## config.mk

```make
export PLATFORM = sky130hd
export DESIGN_NAME = indexed_insert_erase_list
export DESIGN_NICKNAME = d
export VERILOG_FILES = /design/src/rtl/iiel_pkg.sv /design/src/rtl/indexed_insert_erase_list.sv /design/src/rtl/iiel_cell.sv
export SDC_FILE = /design/constraint.sdc
export NUM_CORES = 1
export LEC_CHECK = 0
export ABC_CLOCK_PERIOD_IN_PS = 8250
export BUFFER_PORTS_ARGS = -buffer_cell sky130_fd_sc_hd__clkbuf_2
export CAP_MARGIN = 20
export CORE_MARGIN = 5
export CORE_UTILIZATION = 45
export DETAILED_ROUTE_END_ITERATION = 6
export PLACE_DENSITY = 0.58
export SLEW_MARGIN = 25
export SYNTH_ARGS = -nofsm -noshare
export SYNTH_HDL_FRONTEND = slang
export SYNTH_SLANG_ARGS = --single-unit
```

## constraint.sdc

```tcl
create_clock -name i_clk -period 8.25 [get_ports i_clk]
set_input_delay 0.4125 -clock i_clk [delete_from_list [all_inputs] [get_ports i_clk]]
set_output_delay 0.4125 -clock i_clk [all_outputs]
set_load 0.02 [all_outputs]
```

## src/rtl/iiel_pkg.sv

```systemverilog
// Package for the indexed insert/erase list.
// Holds the request and status codes, field widths and the cell control type.
// No dependencies.
package iiel_pkg;

    localparam int MODE_W   = 2;
    localparam int INDEX_W  = 5;
    localparam int VALUE_W  = 8;
    localparam int STATUS_W = 2;
    localparam int COUNT_W  = 5;

    localparam logic [MODE_W-1:0] MODE_READ   = 2'd0;
    localparam logic [MODE_W-1:0] MODE_INSERT = 2'd1;
    localparam logic [MODE_W-1:0] MODE_ERASE  = 2'd2;

    localparam logic [STATUS_W-1:0] ST_OK    = 2'd0;
    localparam logic [STATUS_W-1:0] ST_RANGE = 2'd1;
    localparam logic [STATUS_W-1:0] ST_FULL  = 2'd2;

    // Broadcast from the control logic to every cell in the row.
    typedef struct packed {
        logic ins;
        logic ers;
    } t_cell_ctl;

endpackage

```

## src/rtl/indexed_insert_erase_list.sv

```systemverilog
// Indexed insert/erase list: an ordered list of up to CAPACITY bytes held in a
// row of cells. Each beat reads, inserts or erases at an index and yields one
// result beat with the byte read, a status and the new count. One request is
// taken every cycle unless stalled; each result sits in an output register while
// the next request is taken. The request path is a position compare in every
// cell in parallel plus an OR across the row for the read data. The store
// holds nothing meaningful after reset; the count is zero.
module indexed_insert_erase_list
    import iiel_pkg::*;
#(
    parameter int CAPACITY = 16
) (
    input  logic                i_clk,
    input  logic                i_rst_n,
    input  logic                i_valid,
    output logic                o_stall,
    input  logic [MODE_W-1:0]   i_mode,
    input  logic [INDEX_W-1:0]  i_index,
    input  logic [VALUE_W-1:0]  i_value,
    output logic                o_valid,
    input  logic                i_stall,
    output logic [VALUE_W-1:0]  o_read_value,
    output logic [STATUS_W-1:0] o_status,
    output logic [COUNT_W-1:0]  o_count
);

    localparam int CNT_W = $clog2(CAPACITY + 1);
    localparam int CW    = (CNT_W > COUNT_W) ? CNT_W : COUNT_W;
    localparam logic [CW-1:0] CAP_V = CW'(CAPACITY);

    logic [CNT_W-1:0]   r_count;
    logic [CNT_W-1:0]   n_count;
    logic               r_out_valid;
    logic [VALUE_W-1:0] r_out_read;
    logic [STATUS_W-1:0] r_out_status;
    logic [COUNT_W-1:0] r_out_count;

    logic               accept;
    logic               do_ins;
    logic               do_ers;
    logic [CW-1:0]      idx_ext;
    logic [CW-1:0]      cnt_ext;
    logic [CW-1:0]      cnt_next_ext;
    logic [VALUE_W-1:0] rd_or;
    logic [VALUE_W-1:0] rd_val;
    logic [STATUS_W-1:0] st_val;
    t_cell_ctl          ctl;

    logic [VALUE_W-1:0] cell_q   [CAPACITY];
    logic [VALUE_W-1:0] cell_tap [CAPACITY];

    assign o_stall = r_out_valid && i_stall;
    assign accept  = i_valid && !o_stall;
    assign idx_ext = CW'(i_index);
    assign cnt_ext = CW'(r_count);

    always_comb begin
        rd_or = '0;
        for (int k = 0; k < CAPACITY; k++) begin
            rd_or = rd_or | cell_tap[k];
        end
    end

    always_comb begin
        do_ins = 1'b0;
        do_ers = 1'b0;
        rd_val = '0;
        st_val = ST_OK;
        case (i_mode)
            MODE_READ: begin
                if (idx_ext < cnt_ext) begin
                    rd_val = rd_or;
                end else begin
                    st_val = ST_RANGE;
                end
            end
            MODE_INSERT: begin
                if (idx_ext > cnt_ext) begin
                    st_val = ST_RANGE;
                end else if (cnt_ext >= CAP_V) begin
                    st_val = ST_FULL;
                end else begin
                    do_ins = 1'b1;
                end
            end
            MODE_ERASE: begin
                if (idx_ext >= cnt_ext) begin
                    st_val = ST_RANGE;
                end else begin
                    do_ers = 1'b1;
                end
            end
            default: begin
                // Unused mode: no change, answers ok with the current count.
                st_val = ST_OK;
            end
        endcase
    end

    assign ctl.ins = accept && do_ins;
    assign ctl.ers = accept && do_ers;

    always_comb begin
        n_count = r_count;
        if (ctl.ins) begin
            n_count = r_count + CNT_W'(1);
        end else if (ctl.ers) begin
            n_count = r_count - CNT_W'(1);
        end
    end

    assign cnt_next_ext = CW'(n_count);

    genvar g;
    generate
        for (g = 0; g < CAPACITY; g++) begin : g_cell
            logic [VALUE_W-1:0] lower;
            logic [VALUE_W-1:0] upper;
            if (g == 0) begin : g_first
                assign lower = cell_q[g];
            end else begin : g_mid_lo
                assign lower = cell_q[g-1];
            end
            if (g == CAPACITY - 1) begin : g_last
                assign upper = cell_q[g];
            end else begin : g_mid_hi
                assign upper = cell_q[g+1];
            end
            iiel_cell #(
                .POS (g),
                .CW  (CW)
            ) u_cell (
                .i_clk   (i_clk),
                .i_ctl   (ctl),
                .i_index (idx_ext),
                .i_value (i_value),
                .i_lower (lower),
                .i_upper (upper),
                .o_data  (cell_q[g]),
                .o_tap   (cell_tap[g])
            );
        end
    endgenerate

    always_ff @(posedge i_clk) begin
        if (!i_rst_n) begin
            r_count     <= '0;
            r_out_valid <= 1'b0;
        end else begin
            r_count <= n_count;
            if (accept) begin
                r_out_valid <= 1'b1;
            end else if (!i_stall) begin
                r_out_valid <= 1'b0;
            end
        end
    end

    always_ff @(posedge i_clk) begin
        if (accept) begin
            r_out_read   <= rd_val;
            r_out_status <= st_val;
            r_out_count  <= cnt_next_ext[COUNT_W-1:0];
        end
    end

    assign o_valid      = r_out_valid;
    assign o_read_value = r_out_read;
    assign o_status     = r_out_status;
    assign o_count      = r_out_count;

    // The count never exceeds the capacity of the row.
    a_count_bound: assert property (@(posedge i_clk) disable iff (!i_rst_n)
        cnt_ext <= CAP_V)
        else $error("element count exceeds capacity");

    // A pending result always reports the count left by the latest request.
    a_count_match: assert property (@(posedge i_clk) disable iff (!i_rst_n)
        o_valid |-> (o_count == cnt_ext[COUNT_W-1:0]))
        else $error("reported count differs from stored count");

    // A successful insert grows the list by exactly one element.
    a_ins_grow: assert property (@(posedge i_clk) disable iff (!i_rst_n)
        ctl.ins |=> (r_count == $past(r_count) + CNT_W'(1)))
        else $error("insert did not grow the list");

    // A full status is only given when the list is at capacity.
    a_full_cap: assert property (@(posedge i_clk) disable iff (!i_rst_n)
        (o_valid && (o_status == ST_FULL)) |-> (cnt_ext == CAP_V))
        else $error("full status with spare capacity");

    // Insert and erase never act in the same cycle.
    a_one_op: assert property (@(posedge i_clk) disable iff (!i_rst_n)
        !(ctl.ins && ctl.ers))
        else $error("insert and erase together");

endmodule

```

## src/rtl/iiel_cell.sv

```systemverilog
// One storage cell of the indexed insert/erase list.
// Holds one element; on an insert or erase takes a neighbour's or the new element.
// Depends on iiel_pkg.
module iiel_cell
    import iiel_pkg::*;
#(
    parameter int POS = 0,
    parameter int CW  = 5
) (
    input  logic               i_clk,
    input  t_cell_ctl          i_ctl,
    input  logic [CW-1:0]      i_index,
    input  logic [VALUE_W-1:0] i_value,
    input  logic [VALUE_W-1:0] i_lower,
    input  logic [VALUE_W-1:0] i_upper,
    output logic [VALUE_W-1:0] o_data,
    output logic [VALUE_W-1:0] o_tap
);

    localparam logic [CW-1:0] POS_V = CW'(POS);

    logic [VALUE_W-1:0] r_data;
    logic [VALUE_W-1:0] n_data;
    logic               hit;
    logic               above;

    assign hit   = (POS_V == i_index);
    assign above = (POS_V > i_index);

    always_comb begin
        n_data = r_data;
        if (i_ctl.ins && above) begin
            n_data = i_lower;
        end else if (i_ctl.ins && hit) begin
            n_data = i_value;
        end else if (i_ctl.ers && (above || hit)) begin
            n_data = i_upper;
        end
    end

    always_ff @(posedge i_clk) begin
        r_data <= n_data;
    end

    assign o_data = r_data;
    assign o_tap  = hit ? r_data : '0;

endmodule

```

==> flow_summary.json <==
{
  "clkTransAtPathRegs_ns": 0.06,
  "die_area_um2": 21300,
  "power_density_nw_per_um2": 193,
  "status": "complete, no violations",
  "whs_path_depth": 2,
  "worst-slew-pin-transition_ns": 1.12,
  "cts_root_buf": "clkbuf_16",
  "setup_viol": 0,
  "p_leak_nw": 3.10,
  "crit_chain": "inv_1, ha_1, a21oi_1, o21ai_1, o21ai_0, nand2_1, nor3_1",
  "vias_per_cell": 6.87,
  "ctsResizeCount": 0,
  "ys.flop_type": "edfxtp_1",
  "synthCells": 805,
  "ant_nets": 0,
  "drive_gt1_frac": 0.140,
  "syn-num-nets": 831,
  "r2r_end": "g_cell[8].u_cell.o_data[3]$_DFFE_PP_",
  "hold_end": "o_valid$_SDFFE_PN0P_",
  "fin_nets": 825,
  "async_flop_share": 0,
  "critPathLaunchType": "flip-flop",
  "finalMaxSlewViolations": 0,
  "gp_congestion": 0.998,
  "grt_pass1_vias": 6854,
  "htreeDepth": 4,
  "synth_edf_count": 143,
  "antenna_cells": 0,
  "ios": 36,
  "yosys.area.top_type": "edfxtp_1",
  "slowest_stage": "nor3_1",
  "timing.fmax_mhz": 287,
  "placed_area_um2": 8560,
  "synthDominantCellAreaShare": 0.516,
  "drv_cap": 0,
  "cts_buffers": 17,
  "worstPathRequired_ns": 8.29,
  "ir_drop_mv": 0.131,
  "period_minus_slack_ns": 3.48,
  "crit_arrival_ns": 3.53,
  "drt-initial-drc-count": 1022,
  "post-route-period-util": 0.422,
  "cts_tree": "done",
  "endpoint_kind": "flip-flop",
  "post-synth-top-count-cell": "edfxtp_1",
  "seq_area_frac_synth": 0.530,
  "ys_warn_count": 0,
  "num_vias": 7149,
  "r2r_setup_slack_ns": 4.77,
  "slew-limit-headroom": 0.244,
  "post-cts-setup-buffers": 0,
  "hold_path_class": "in -> reg",
  "drt_drc_violations_left": 0,
  "syn_area_um2": 8330,
  "slowest_delay_ns": 1.04,
  "hold_viol": 0,
  "core_um2": 18100,
  "track_usage": 0.278,
  "path_class": "reg -> reg",
  "rr_startpoint": "cnt_ext[2]$_SDFF_PN0_",
  "synth_seq_cells": 149,
  "fp.dieW_um": 146,
  "clock_path_buffers": 2,
  "antenna_found_initial": 0,
  "avgSynthCellArea_um2": 10.3,
  "wl_per_cell_um": 28.8,
  "cts_sinks": 149,
  "rows": 49,
  "initial_core_util": 0.460,
  "drtPass1Iterations": 5,
  "critical_path_peak_fanout": 12,
  "drt-total-wl_um": 30000,
  "synth_common_cells": "143 x edfxtp_1, 100 x nor2_1, 78 x nand2_1, 63 x a21oi_1, 55 x a22oi_1",
  "port_buffers": 35,
  "grt_overflow": 0,
  "syn_to_final_growth_pct": 10.2,
  "fin_setup_tns_ns": 0,
  "post-dp-hpwl_um": 21500,
  "synth_top_cells_by_area": "edfxtp_1 52%, a22oi_1 5.0%, nor2_1 4.5%",
  "synth_cell_types": 55,
  "fin_util": 0.507,
  "min_from": "i_valid",
  "ff2ff_path_depth": 7,
  "grt_max_degree": 46,
  "skew_ns": 0.0107,
  "grt_pass1_wl_um": 44700,
  "rsz0062_at_grt": "false",
  "fin_area_um2": 9170,
  "die_h_um": 146,
  "hold_buffers": 0,
  "clk_latency_ns": 0.43
}
## layer usage
metal / global-route usage / vias to the layer above / share of wire
li1: - / 3086 / -
met2: 0.424 / 521 / 0.45
met4: 0.0988 / 0 / 0.034
met1: 0.390 / 3454 / 0.41
met5: 0 / - / 0
met3: 0.0672 / 88 / 0.11
## cell families (layout without fill, tap and decap cells)
logic type | after synthesis | after routing | synth area share
compound gates | 278 | 278 | 0.223
simple gates | 254 | 254 | 0.145
flops | 149 | 149 | 0.530
buf+inv | 73 | 80 | 0.0361
mux | 40 | 40 | 0.0505
fa+ha+maj | 7 | 7 | 0.0105
xor+xnor | 4 | 4 | 0.00421
## stage by stage
step / hold WS, ns / total power [mW] / setup WS (ns) / instances
6_report: 0.214 / 1.77 / 4.77 / 1041
4_1_cts: 0.207 / 1.77 / 4.78 / 1041
2_1_floorplan: 0.530 / 0.946 / 5.53 / 805
3_3_place_gp: 0.606 / 0.988 / 4.74 / 1009
3_5_place_dp: 0.606 / 0.991 / 4.49 / 1009
5_1_grt: 0.226 / 1.81 / 4.61 / 1041
## worst max-delay path by stage
stage / startpoint / to / depth (start not counted)
final: cnt_ext[2]$_SDFF_PN0_ / g_cell[8].u_cell.o_data[3]$_DFFE_PP_ / 7
after global routing: cnt_ext[2]$_SDFF_PN0_ / g_cell[8].u_cell.o_data[3]$_DFFE_PP_ / 7
after CTS: cnt_ext[4]$_SDFF_PN0_ / g_cell[2].u_cell.o_data[7]$_DFFE_PP_ / 7
after detailed placement: i_index[4] / g_cell[2].u_cell.o_data[3]$_DFFE_PP_ / 7
after global placement: i_index[4] / g_cell[8].u_cell.o_data[5]$_DFFE_PP_ / 7
after floorplan: i_index[0] / g_cell[15].u_cell.o_data[0]$_DFFE_PP_ / 10
## layout by cell type, fill, tap and decap left out, types with 8 or more instances in the layout
| master | instances |
|---|---|
| edfxtp_1 | 143 |
| nor2_1 | 98 |
| nand2_1 | 78 |
| a21oi_1 | 63 |
| a22oi_1 | 55 |
| clkbuf_2 | 35 |
| o21ai_0 | 33 |
| o22ai_1 | 33 |
| a22o_1 | 27 |
| mux2i_1 | 24 |
| a31oi_1 | 23 |
| a221oi_1 | 20 |
| clkbuf_16 | 17 |
| mux2_2 | 15 |
| a21o_1 | 10 |
| and2_1 | 10 |
| nor3_1 | 10 |
| inv_1 | 9 |
| nor3_2 | 8 |
## worst max-delay path: cells and delay by family, from the launching register on
kind                     cells  cell delay [ns]
AND/OR/NAND/NOR              2             1.59
buffers and inverters        1             0.11
AO/OA/AOI/OAI                3             0.67
adder cells (fa/ha/maj)      1             0.32
flip-flops                   1             0.41
## power by group
part	switching, mW	internal, mW
Clock	0.316	0.471
Combinational	0.0933	0.0388
Sequential	0.0114	0.836
Total	0.421	1.35
## area by class of cell
class,instances,area [um^2]
tap,229,287
timing repair buffer,39,205
inverter,9,33.8
fill,1663,8910
clock buffer,17,425
multi-input combinational,583,3640
clock inverter,15,163
sequential,149,4410
## flip-flops by register name, indices dropped and copies added (netlist names)
| register | count |
|---|---|
| cnt_ext | 5 |
| g_cell.u_cell.o_data | 128 |
| o_count | 5 |
| o_read_value | 8 |
| o_status | 2 |
| o_valid | 1 |
No activity file was read; power rests on OpenSTA's default activity.
